### src/udms_pkg.sv
`timescale 1ns / 1ps
`default_nettype none

package udms_pkg;

    localparam int ADDR_W  = 18;
    localparam int WORD_W  = 16;
    localparam int COUNT_W = 16;
    localparam int TICKS_W = 16;

    localparam int S_TDATA_W = 56;
    localparam int M_TDATA_W = 96;

    localparam logic [TICKS_W-1:0] TIMEOUT_RESET = TICKS_W'(1000);
    localparam logic [ADDR_W-1:0]  ADDR_STEP     = ADDR_W'(2);

    // word transfer phases
    typedef enum logic [2:0] {
        PH_IDLE     = 3'd0,
        PH_DRIVE    = 3'd1,
        PH_SSYN_LOW = 3'd2,
        PH_WAIT_RD  = 3'd3,
        PH_WAIT_WR  = 3'd4,
        PH_FINISH   = 3'd5
    } phase_t;

    typedef enum logic [1:0] {
        ST_READY   = 2'd0,
        ST_RUNNING = 2'd1,
        ST_TIMEOUT = 2'd2,
        ST_INIT    = 2'd3
    } status_t;

    typedef enum logic [1:0] {
        CFG_START_ADDRESS = 2'd0,
        CFG_WORD_COUNT    = 2'd1,
        CFG_CYCLE_KIND    = 2'd2,
        CFG_TIMEOUT_TICKS = 2'd3
    } cfg_idx_t;

    // cycle_kind bits
    localparam int KIND_BYTE_BIT  = 0;
    localparam int KIND_WRITE_BIT = 1;

    // C1 C0 codes
    localparam logic [1:0] CTL_READ  = 2'd0;
    localparam logic [1:0] CTL_WRITE = 2'd2;

    // internal register write codes
    localparam logic [1:0] IWR_NONE = 2'd0;
    localparam logic [1:0] IWR_WORD = 2'd1;
    localparam logic [1:0] IWR_BYTE = 2'd2;

    localparam logic MODE_START = 1'b1;

endpackage

`default_nettype wire

### src/unibus_dma_master_sequencer_core.sv
`timescale 1ns / 1ps
`default_nettype none
// result: each accepted input item yields its result item on the m_ side in the cycle after acceptance
// throughput: one item per cycle; the single result register sets this, and s_tready
//   drops only while a result is held and m_tready is low
// reset: synchronous active-low aresetn; phase idle, status ready, sack and bbsy held,
//   address, counts and index zero, timeout_ticks 1000, other registers zero but the result data, which is not reset

module unibus_dma_master_sequencer_core
    import udms_pkg::*;
(
    input  wire logic                 aclk,
    input  wire logic                 aresetn,

    // input items
    input  wire logic                 s_tvalid,
    output logic                      s_tready,
    // [0] ssyn_in, [1] init_in, [2] internal_hit, [18:3] internal_read_data,
    // [34:19] bus_data_in, [50:35] write_word, [55:51] zero
    input  wire logic [S_TDATA_W-1:0] s_tdata,
    // [0] mode
    input  wire logic                 s_tuser,

    // result items
    output logic                      m_tvalid,
    input  wire logic                 m_tready,
    // [17:0] bus_address, [19:18] bus_control, [20] msyn_out, [36:21] data_lines,
    // [37] sack_out, [38] bbsy_out, [40:39] status, [41] buffer_write,
    // [57:42] buffer_index, [73:58] buffer_data, [75:74] internal_write,
    // [91:76] internal_write_data, [95:92] zero
    output logic [M_TDATA_W-1:0]      m_tdata,

    // register writes
    input  wire logic                 cfg_valid,
    output logic                      cfg_ready,
    input  wire logic [1:0]           cfg_index,
    input  wire logic [ADDR_W-1:0]    cfg_data
);

    // ------------------------------------------------------------------
    // input field unpacking
    // ------------------------------------------------------------------
    logic              in_mode;
    logic              in_ssyn;
    logic              in_init;
    logic              in_hit;
    logic [WORD_W-1:0] in_int_rd;
    logic [WORD_W-1:0] in_bus_rd;
    logic [WORD_W-1:0] in_wword;

    assign in_mode   = s_tuser;
    assign in_ssyn   = s_tdata[0];
    assign in_init   = s_tdata[1];
    assign in_hit    = s_tdata[2];
    assign in_int_rd = s_tdata[18:3];
    assign in_bus_rd = s_tdata[34:19];
    assign in_wword  = s_tdata[50:35];

    // ------------------------------------------------------------------
    // configuration registers, to be written only while idle; the block itself does not enforce this
    // ------------------------------------------------------------------
    logic [ADDR_W-1:0]  start_addr_reg;
    logic [COUNT_W-1:0] word_count_reg;
    logic [1:0]         cycle_kind_reg;
    logic [TICKS_W-1:0] timeout_ticks_reg;

    assign cfg_ready = 1'b1;

    always_ff @(posedge aclk) begin
        if (!aresetn) begin
            start_addr_reg    <= '0;
            word_count_reg    <= '0;
            cycle_kind_reg    <= '0;
            timeout_ticks_reg <= TIMEOUT_RESET;
        end else if (cfg_valid && cfg_ready) begin
            unique case (cfg_idx_t'(cfg_index))
                CFG_START_ADDRESS: start_addr_reg    <= cfg_data;
                CFG_WORD_COUNT:    word_count_reg    <= cfg_data[COUNT_W-1:0];
                CFG_CYCLE_KIND:    cycle_kind_reg    <= cfg_data[1:0];
                CFG_TIMEOUT_TICKS: timeout_ticks_reg <= cfg_data[TICKS_W-1:0];
                default: ;
            endcase
        end
    end

    logic kind_write;
    logic kind_byte;
    assign kind_write = cycle_kind_reg[KIND_WRITE_BIT];
    assign kind_byte  = cycle_kind_reg[KIND_BYTE_BIT];

    // ------------------------------------------------------------------
    // sequencer state
    // ------------------------------------------------------------------
    phase_t             phase_reg,     phase_next;
    logic [ADDR_W-1:0]  word_addr_reg, word_addr_next;
    logic [COUNT_W-1:0] left_reg,      left_next;
    logic [COUNT_W-1:0] index_reg,     index_next;
    logic [TICKS_W-1:0] tcount_reg,    tcount_next;
    logic               timed_reg,     timed_next;
    status_t            status_reg,    status_next;
    logic               sack_reg,      sack_next;
    logic               bbsy_reg,      bbsy_next;

    logic in_accept;
    logic out_valid_reg;

    // skid-free single result stage: take a new item whenever the slot frees up
    assign s_tready  = !out_valid_reg || m_tready;
    assign in_accept = s_tvalid && s_tready;

    logic [COUNT_W-1:0] left_dec;
    logic               tick_expired;
    logic               wait_done;
    phase_t             wait_phase;

    assign left_dec     = left_reg - COUNT_W'(1);
    assign tick_expired = (tcount_reg <= TICKS_W'(1));
    // a wait phase ends on ssyn or when the tick budget runs out
    assign wait_done    = in_ssyn || tick_expired;
    assign wait_phase   = kind_write ? PH_WAIT_WR : PH_WAIT_RD;

    // next state
    always_comb begin
        phase_next     = phase_reg;
        word_addr_next = word_addr_reg;
        left_next      = left_reg;
        index_next     = index_reg;
        tcount_next    = tcount_reg;
        timed_next     = timed_reg;
        status_next    = status_reg;
        sack_next      = sack_reg;
        bbsy_next      = bbsy_reg;

        if (in_mode == MODE_START) begin
            // start or restart: arbitration counts as won
            word_addr_next = start_addr_reg;
            left_next      = word_count_reg;
            index_next     = '0;
            tcount_next    = '0;
            timed_next     = 1'b0;
            status_next    = ST_RUNNING;
            sack_next      = 1'b1;
            bbsy_next      = 1'b1;
            phase_next     = PH_DRIVE;
        end else begin
            unique case (phase_reg)
                PH_DRIVE: begin
                    if (left_reg == '0) begin
                        sack_next   = 1'b0;
                        bbsy_next   = 1'b0;
                        status_next = ST_READY;
                        phase_next  = PH_IDLE;
                    end else begin
                        // last word: drop sack as it is driven
                        if (left_reg == COUNT_W'(1)) sack_next = 1'b0;
                        timed_next = 1'b0;
                        if (kind_write && in_ssyn) begin
                            phase_next = PH_SSYN_LOW;
                        end else if (in_hit) begin
                            phase_next = PH_FINISH;
                        end else begin
                            tcount_next = timeout_ticks_reg;
                            phase_next  = wait_phase;
                        end
                    end
                end
                PH_SSYN_LOW: begin
                    if (!in_ssyn) begin
                        if (in_hit) begin
                            phase_next = PH_FINISH;
                        end else begin
                            tcount_next = timeout_ticks_reg;
                            phase_next  = PH_WAIT_WR;
                        end
                    end
                end
                PH_WAIT_RD, PH_WAIT_WR: begin
                    if (in_ssyn) begin
                        phase_next = PH_FINISH;
                    end else if (tick_expired) begin
                        timed_next = 1'b1;
                        phase_next = PH_FINISH;
                    end else begin
                        tcount_next = tcount_reg - TICKS_W'(1);
                    end
                end
                PH_FINISH: begin
                    if (timed_reg) begin
                        sack_next   = 1'b0;
                        bbsy_next   = 1'b0;
                        status_next = ST_TIMEOUT;
                        phase_next  = PH_IDLE;
                    end else begin
                        left_next  = left_dec;
                        index_next = index_reg + COUNT_W'(1);
                        if (left_dec == '0) begin
                            // sack already dropped with the last word
                            bbsy_next   = 1'b0;
                            status_next = ST_READY;
                            phase_next  = PH_IDLE;
                        end else if (in_init) begin
                            sack_next   = 1'b0;
                            bbsy_next   = 1'b0;
                            status_next = ST_INIT;
                            phase_next  = PH_IDLE;
                        end else begin
                            word_addr_next = word_addr_reg + ADDR_STEP;
                            phase_next     = PH_DRIVE;
                        end
                    end
                end
                default: phase_next = PH_IDLE;
            endcase
        end
    end

    // result fields of this tick
    logic [ADDR_W-1:0] r_addr;
    logic [1:0]        r_ctl;
    logic              r_msyn;
    logic [WORD_W-1:0] r_data;
    logic              r_bwr;
    logic [WORD_W-1:0] r_bdata;
    logic [1:0]        r_iwr;
    logic [WORD_W-1:0] r_idata;

    logic [1:0]        ctl_kind;
    logic [WORD_W-1:0] int_wdata;
    logic [1:0]        int_wcode;

    assign ctl_kind  = kind_write ? CTL_WRITE : CTL_READ;
    // byte write picks the upper byte on an odd address
    assign int_wdata = !kind_byte ? in_wword :
                       word_addr_reg[0] ? {8'h00, in_wword[15:8]} : {8'h00, in_wword[7:0]};
    assign int_wcode = kind_byte ? IWR_BYTE : IWR_WORD;

    always_comb begin
        r_addr  = '0;
        r_ctl   = CTL_READ;
        r_msyn  = 1'b0;
        r_data  = '0;
        r_bwr   = 1'b0;
        r_bdata = '0;
        r_iwr   = IWR_NONE;
        r_idata = '0;

        if (in_mode != MODE_START) begin
            unique case (phase_reg)
                PH_DRIVE: begin
                    if (left_reg != '0) begin
                        r_addr = word_addr_reg;
                        r_ctl  = ctl_kind;
                        if (kind_write) begin
                            r_data = in_wword;
                            if (!in_ssyn) begin
                                if (in_hit) begin
                                    r_data  = '0;
                                    r_iwr   = int_wcode;
                                    r_idata = int_wdata;
                                end else begin
                                    r_msyn = 1'b1;
                                end
                            end
                        end else if (in_hit) begin
                            r_bwr   = 1'b1;
                            r_bdata = in_int_rd;
                        end else begin
                            r_msyn = 1'b1;
                        end
                    end
                end
                PH_SSYN_LOW: begin
                    r_addr = word_addr_reg;
                    r_ctl  = CTL_WRITE;
                    r_data = in_wword;
                    if (!in_ssyn) begin
                        if (in_hit) begin
                            r_data  = '0;
                            r_iwr   = int_wcode;
                            r_idata = int_wdata;
                        end else begin
                            r_msyn = 1'b1;
                        end
                    end
                end
                PH_WAIT_RD, PH_WAIT_WR: begin
                    r_addr = word_addr_reg;
                    r_ctl  = (phase_reg == PH_WAIT_WR) ? CTL_WRITE : CTL_READ;
                    if (!wait_done) begin
                        r_msyn = 1'b1;
                        r_data = (phase_reg == PH_WAIT_WR) ? in_wword : '0;
                    end else if (phase_reg == PH_WAIT_RD) begin
                        // a timed-out read still stores the sampled lines
                        r_bwr   = 1'b1;
                        r_bdata = in_bus_rd;
                    end
                end
                PH_FINISH: begin
                    // lines stay driven only when moving on to the next word
                    if (!timed_reg && left_dec != '0 && !in_init) begin
                        r_addr = word_addr_reg;
                        r_ctl  = ctl_kind;
                    end
                end
                default: ;
            endcase
        end
    end

    always_ff @(posedge aclk) begin
        if (!aresetn) begin
            phase_reg     <= PH_IDLE;
            word_addr_reg <= '0;
            left_reg      <= '0;
            index_reg     <= '0;
            tcount_reg    <= '0;
            timed_reg     <= 1'b0;
            status_reg    <= ST_READY;
            sack_reg      <= 1'b1;
            bbsy_reg      <= 1'b1;
        end else if (in_accept) begin
            phase_reg     <= phase_next;
            word_addr_reg <= word_addr_next;
            left_reg      <= left_next;
            index_reg     <= index_next;
            tcount_reg    <= tcount_next;
            timed_reg     <= timed_next;
            status_reg    <= status_next;
            sack_reg      <= sack_next;
            bbsy_reg      <= bbsy_next;
        end
    end

    // ------------------------------------------------------------------
    // result register
    // ------------------------------------------------------------------
    logic [M_TDATA_W-1:0] out_data_reg;
    logic [M_TDATA_W-1:0] out_data_next;

    assign out_data_next = {4'h0, r_idata, r_iwr, r_bdata, index_next, r_bwr,
                            status_next, bbsy_next, sack_next, r_data, r_msyn,
                            r_ctl, r_addr};

    always_ff @(posedge aclk) begin
        if (!aresetn) begin
            out_valid_reg <= 1'b0;
        end else if (in_accept) begin
            out_valid_reg <= 1'b1;
        end else if (m_tready) begin
            out_valid_reg <= 1'b0;
        end
    end

    always_ff @(posedge aclk) begin
        if (in_accept) begin
            out_data_reg <= out_data_next;
        end
    end

    assign m_tvalid = out_valid_reg;
    assign m_tdata  = out_data_reg;

    // ------------------------------------------------------------------
    // assertions
    // ------------------------------------------------------------------

    // the sequencer is idle exactly when no transfer is running
    a_idle_vs_status: assert property (@(posedge aclk) disable iff (!aresetn)
        (phase_reg == PH_IDLE) == (status_reg != ST_RUNNING))
        else $error("phase and run status disagree");

    // bbsy is never dropped while sack is still held
    a_bbsy_sack: assert property (@(posedge aclk) disable iff (!aresetn)
        !bbsy_reg |-> !sack_reg)
        else $error("sack held after bbsy dropped");

    // every accepted item leaves a result waiting
    a_result_follows: assert property (@(posedge aclk) disable iff (!aresetn)
        in_accept |=> m_tvalid)
        else $error("accepted item produced no result");

endmodule

`default_nettype wire

### config.mk
export PLATFORM = sky130hd
export DESIGN_NAME = unibus_dma_master_sequencer_core
export DESIGN_NICKNAME = d
export VERILOG_FILES = /design/src/udms_pkg.sv /design/src/unibus_dma_master_sequencer_core.sv
export SDC_FILE = /design/constraint.sdc
export NUM_CORES = 1
export LEC_CHECK = 0
export BUFFER_PORTS_ARGS = -buffer_cell sky130_fd_sc_hd__buf_4
export CORE_MARGIN = 3
export CORE_UTILIZATION = 44
export CTS_BUF_LIST = sky130_fd_sc_hd__clkbuf_2 sky130_fd_sc_hd__clkbuf_4 sky130_fd_sc_hd__clkbuf_8
export DETAILED_ROUTE_END_ITERATION = 10
export PLACE_DENSITY = 0.75
export SLEW_MARGIN = 20
export SYNTH_ARGS = -nofsm -noshare
export SYNTH_HDL_FRONTEND = slang
export SYNTH_SLANG_ARGS = --single-unit
### constraint.sdc
create_clock -name aclk -period 5.6 [get_ports aclk]
set_clock_uncertainty 0.2 [all_clocks]
set_input_delay 0.84 -clock aclk [delete_from_list [all_inputs] [get_ports aclk]]
set_output_delay 0.84 -clock aclk [all_outputs]
set_load 0.03 [all_outputs]
== Word-level counts from Yosys, hierarchy flattened ==
Cells that the tools add are included.

* Register bits after elaboration: 219
* Bits in latches: 0
* Memories: 0
* Memory bits (read-only): 0
* Logic and storage cells: 173
* Bits of input ports: 82
* Bits in writable memories: 0

* Shifts and indexed selects: 0
* $add $sub $neg: 4
* $mul: 0
* Equal/unequal tests: 19
* Reductions and logical operators: 29
* Div/mod/pow operators: 0
* Bitwise logic cells: 0
* Multiplexer cells: 104
* Order comparisons: 1

{| class="wikitable"
|+ Operators by type and width
! kind !! count
|-
| $mux 16 || 29
|-
| $mux 18 || 7
|-
| $pmux 16 s3 || 2
|-
| $pmux 16 s2 || 2
|-
| $pmux 18 s3 || 1
|-
| $logic_not 16->1 || 2
|-
| $reduce_bool 16->1 || 2
|-
| $sub 16x1->16 const B || 2
|-
| $mux 1 || 31
|-
| $mux 2 || 14
|-
| $mux 3 || 8
|-
| $add 18x2->18 const B || 1
|-
| $ne 3x3->1 const B || 6
|-
| $add 16x1->16 const B || 1
|-
| $eq 16x1->1 const B || 1
|-
| $le 16x1->1 const B || 1
|-
| $pmux 3 s4 || 1
|-
| $reduce_and 5->1 || 2
|-
| $mux 8 || 1
|-
| $pmux 1 s2 || 4
|-
| $pmux 2 s2 || 2
|-
| $pmux 2 s4 || 1
|-
| $reduce_and 2->1 || 4
|-
| $reduce_and 7->1 || 1
|-
| other kinds (19) || 31
|}

== Longest topological paths before layout ==
* Depth after elaboration: 7
* Gate-level depth with buffers: 12
* Depth with buffers taken out: 9

== Worst setup path after synthesis ==
No wires, ideal clock.

* Kind: input to register
* From: input port m_tready
* To: register status_reg[0]
* Setup time: 108 ps
* Arrival time: 4617 ps
* Slack: 675 ps
* Buffers on the path: 1
* Stages: 6
* Cell sequence: nand2b_1 -> nand2_1 -> clkinv_1 -> clkbuf_1 -> o21ai_0 -> a31oi_1

* Word-level cells in the longest chain between the ends: 2

{| class="wikitable"
|+ RTL lines
! item !! RTL line !! text
|-
| start, declared || unibus_dma_master_sequencer_core.sv:26 || <nowiki>input wire logic m_tready,</nowiki>
|-
| $logic_or 1x1->1 || unibus_dma_master_sequencer_core.sv:108 || <nowiki>assign s_tready = !out_valid_reg || m_tready;</nowiki>
|-
| $logic_and 1x1->1 || unibus_dma_master_sequencer_core.sv:109 || <nowiki>assign in_accept = s_tvalid && s_tready;</nowiki>
|-
| named net in_accept || unibus_dma_master_sequencer_core.sv:104 || <nowiki>logic in_accept;</nowiki>
|-
| end signal, assigned || unibus_dma_master_sequencer_core.sv:328 || <nowiki>status_reg <= status_next;</nowiki>
|-
| end, declared || unibus_dma_master_sequencer_core.sv:100 || <nowiki>status_t status_reg, status_next;</nowiki>
|}

The timed path passes the listed nets, and every way through them passes these cells.
A chain may end at the register's enable or synchronous reset.

== Worst setup path after layout ==
* From: register phase_reg[1]
* To: register tcount_reg[0]

* Word-level cells in the longest chain between the ends: 4
* Elaborated cells on any way between the ends: 14
* Those cells by class: 9 x eq/ne; 2 x mux; 3 x reduce/logical

{| class="wikitable"
|+ RTL lines
! item !! RTL line !! text
|-
| start, declared || unibus_dma_master_sequencer_core.sv:94 || <nowiki>phase_t phase_reg, phase_next;</nowiki>
|-
| start signal, assigned || unibus_dma_master_sequencer_core.sv:322 || <nowiki>phase_reg <= phase_next;</nowiki>
|-
| $eq 3x3->1 / $eq 3x2->1 (equally long branches) || unibus_dma_master_sequencer_core.sv:146 || <nowiki>unique case (phase_reg)</nowiki>
|-
| $reduce_or 2->1 || unibus_dma_master_sequencer_core.sv:146 ||
|-
| $ne 3x3->1 (no source line) (tied with other cells) || -- ||
|-
| $reduce_and 7->1 (no source line) / $mux 16 (equally long branches) || -- ||
|-
| end signal, assigned || unibus_dma_master_sequencer_core.sv:326 || <nowiki>tcount_reg <= tcount_next;</nowiki>
|-
| end, declared || unibus_dma_master_sequencer_core.sv:98 || <nowiki>logic [TICKS_W-1:0] tcount_reg, tcount_next;</nowiki>
|}

Parallel ways exist; a longest one is shown, timed or not.

==> summary.md <==
| Metric | Value |
|---|---|
| Status | `finished clean` |
| Drt initial violations | `roughly 890` |
| Io pins | `181` |
| Worst slew margin | `0.289` |
| HP Class | `register to register` |
| Clock transition at the registers of the reported paths | `0.06 ns` |
| Synthesized instance count | `1159` |
| Die ar. | `0.0253 mm²` |
| Fillers | `roughly 2100` |
| Synthesized cell area | `0.0103 mm²` |
| Setup violations, final | `0` |
| Wirelength per Cell | `17.1 µm` |
| Fin. Hold Viols | `0` |
| Max reg flops | `91` |
| Yosys top cell by area | `edfxtp_1` |
| Post-synthesis async set-or-reset flop share | `0` |
| CP max FO | `30` |
| Global-route usage over all layers | `0.214` |
| Setup_tns | `0 ns` |
| Core area | `approximately 0.023 mm²` |
| Syn Area/Cell | `8.90 µm²` |
| Vert. Die Dim | `159 µm` |
| Post-route ant nets | `0` |
| Avg Vias per Cell | `5.66` |
| Initial Utilization | `0.451` |
| Crit start category | `register` |
| Layout cells sized above 1 | `0.202` |
| Met1 WL | `12.4 mm` |
| Num CTS Buffers | `37` |
| Antenna violations before repair | `0` |
| Main synth FF type | `dfxtp_1` |
| Clk pwr share | `0.389` |
| Placed Area | `between 0.01 and 0.015 mm²` |
| Vias in the first global route | `8519` |
| # clock sinks | `218` |
| NetSw | `0.996 mW` |
| P_int | `2.71 mW` |
| Kind of critical path | `register to register` |
| CTS tree | `built` |
| Highest routed layer | `met4` |
| Die width | `between 150 and 200 µm` |
| Largest net degree at the start of global routing | `69` |
| Detail Placement HPWL | `19.1 mm` |
| Post-CTS setup buffer count | `0` |
| Metal2 WL | `12.6 mm` |
| First-pass GRT wire length | `44.9 mm` |
| Slew Viols, Final | `0` |
| Logic pwr share | `0.136` |
| RePlAce Congestion | `0.903` |
| Min Tclk post-route | `3.51 ns` |
| CTS Hold Bufs | `0` |
| Resized cells post-CTS | `0` |
| Tcrit/Tclk final | `0.626` |
| Layout net count | `1382` |
| H-tree lvl count | `2` |
| CP arrival | `3.71 ns` |
| Synth top area share | `0.265` |
| Unrepaired setup endpoints after global routing | `no` |
| Slew @ Worst Pin | `1.06 ns` |
| Port Buffers | `169` |
| Final Cell Area | `about 0.012 mm²` |
| DRC | `0` |
| ANT cells | `0` |
| Sw frac | `0.268` |
| Flop pwr share | `0.475` |
| Synth area leaders | `edfxtp_1 (26%), dfxtp_1 (25%), nand2_1 (6.6%), a21oi_1 (6.3%), nor2_1 (4.3%)` |
| Max IR drop VDD | `0.151 mV` |
| Max Cap Violations | `0` |
| FF+latch count, synth | `218` |
| Number of synthesized flops with an enable pin | `between 90 and 100` |
| Area grow syn2layout | `21.0%` |
| Routed wire length | `about 28 mm` |
| Grt ovf | `0` |
| Yosys warns | `0` |
| Drt pass-1 iters | `5` |
| CTS max path bufs | `3` |
| LEAKAGE | `4.65 nW` |
| Met3 routed WL | `2.42 mm` |
| Pwr Total | `3.71 mW` |
| Worst-Skew Late Latency | `0.53 ns` |
| Clk root buf | `clkbuf_8` |
| Sequential area share after synthesis | `0.511` |
| Peak Freq | `285 MHz` |
| PwrDens | `297 mW/mm²` |
| Pre-CTS setup slack | `approximately 1.8 ns` |
| CP Data Required Time | `5.81 ns` |
| Worst setup EP type | `register` |
| DR vias | `9232` |
| Final core utilization | `0.546` |
| Core Rows | `55` |
| Synth cell types | `79` |
| Setup ws final | `~2.1 ns` |
## layout make-up
| class | instances | area [µm²] | share of cell area |
|---|---|---|---|
| Multi-Input combinational cell | 840 | 4640 | 0.372 |
| Tap cell | 313 | 392 | 0.0314 |
| Clock inverter | 7 | 40.0 | 0.00321 |
| Inverter | 18 | 70.1 | 0.00561 |
| Clock buffer | 58 | 723 | 0.0579 |
| Timing Repair Buffer | 178 | 1340 | 0.107 |
| Sequential cell | 218 | 5280 | 0.423 |
## cells in the mapped netlist, drive strengths merged, types with 3 or more instances
cell type,number
xnor2,9
nand4,10
nand2b,7
o31ai,4
and2,51
or3,17
xor2,12
a2111oi,3
buf,17
a211o,4
mux2i,5
nand3,33
a211oi,6
a311o,3
o21ai,58
inv,17
a21oi,130
o31a,3
nand2,183
a31oi,20
dfxtp,127
clkbuf,70
ha,7
nor4,17
a21o,3
nor3,28
or4,8
nor2,117
a41oi,3
and3,14
nor3b,7
edfxtp,91
a22oi,24
a221oi,3
o211ai,8
a311oi,4
## path summary, 6_finish.rpt
path / slack (ns) / cells past startpoint / start / endpoint
max reg2reg: 2.09 / 8 / phase_reg[1] / tcount_reg[0]
min reg2reg: 0.25 / 2 / start_addr_reg[15] / start_addr_reg[15]
min: 0.25 / 2 / start_addr_reg[15] / start_addr_reg[15]
max: 2.09 / 8 / phase_reg[1] / tcount_reg[0]
## power groups by stage
stage | Clock (mW) | Sequential, mW | Combinational [mW]
after floorplan | 0 | 1.85 | 0.270
after global placement | 0 | 1.79 | 0.492
after detailed placement | 0 | 1.79 | 0.498
after CTS | 1.48 | 1.76 | 0.500
after global routing | 1.55 | 1.77 | 0.547
final | 1.44 | 1.76 | 0.504
## per-layer routing
metal	vias to the layer above	track usage
met3	43	0.0515
met5	-	0
met2	424	0.336
met4	0	0.0625
met1	4366	0.295
li1	4399	-
## critical path: stages (launching register included)
cell	delay [ns]
dfxtp_1	0.47
nor3b_1	0.62
a21oi_2	0.04
buf_4	0.26
or2_2	0.44
nor2_1	0.13
a311o_1	0.82
nor3_1	0.10
o221a_2	0.30
## kinds of logic after synthesis
logic type	Yosys count	share of synthesized area
DFF	218	0.511
adders and majority gates	8	0.00946
muxes	6	0.00594
xor gates and xnor gates	21	0.0178
AOI/OAI and AO/OA	292	0.177
other	2	0.000728
and+or+nand+nor	507	0.235
buffers and inverters	105	0.0432
## layout by cell type (no fill, tap or decap), types with 5 or more instances in the layout
cell	n
nor2_1	115
nand4_1	9
nand3_1	33
ha_1	7
a211oi_1	6
and2_1	50
clkbuf_8	46
nor4_1	16
nor3b_1	6
o21ai_1	6
a21oi_1	129
xor2_1	12
dfxtp_1	127
clkbuf_4	12
o211ai_1	8
a31oi_1	19
inv_1	16
or3_1	17
or4_1	7
and3_1	13
o21ai_0	51
a22oi_1	24
edfxtp_1	91
buf_4	178
nand2_1	182
nand2b_1	7
xnor2_1	9
nor3_1	28
mux2i_1	5
conb_1	6
## metrics by stage
step	hold WS, ns	std cells
finish	0.254	1632
global route	0.274	1632
CTS	0.254	1632
detailed placement	0.245	1567
global placement	0.241	1567
floorplan	0.231	1163
Note: power is estimated with default switching activity, not from simulation.
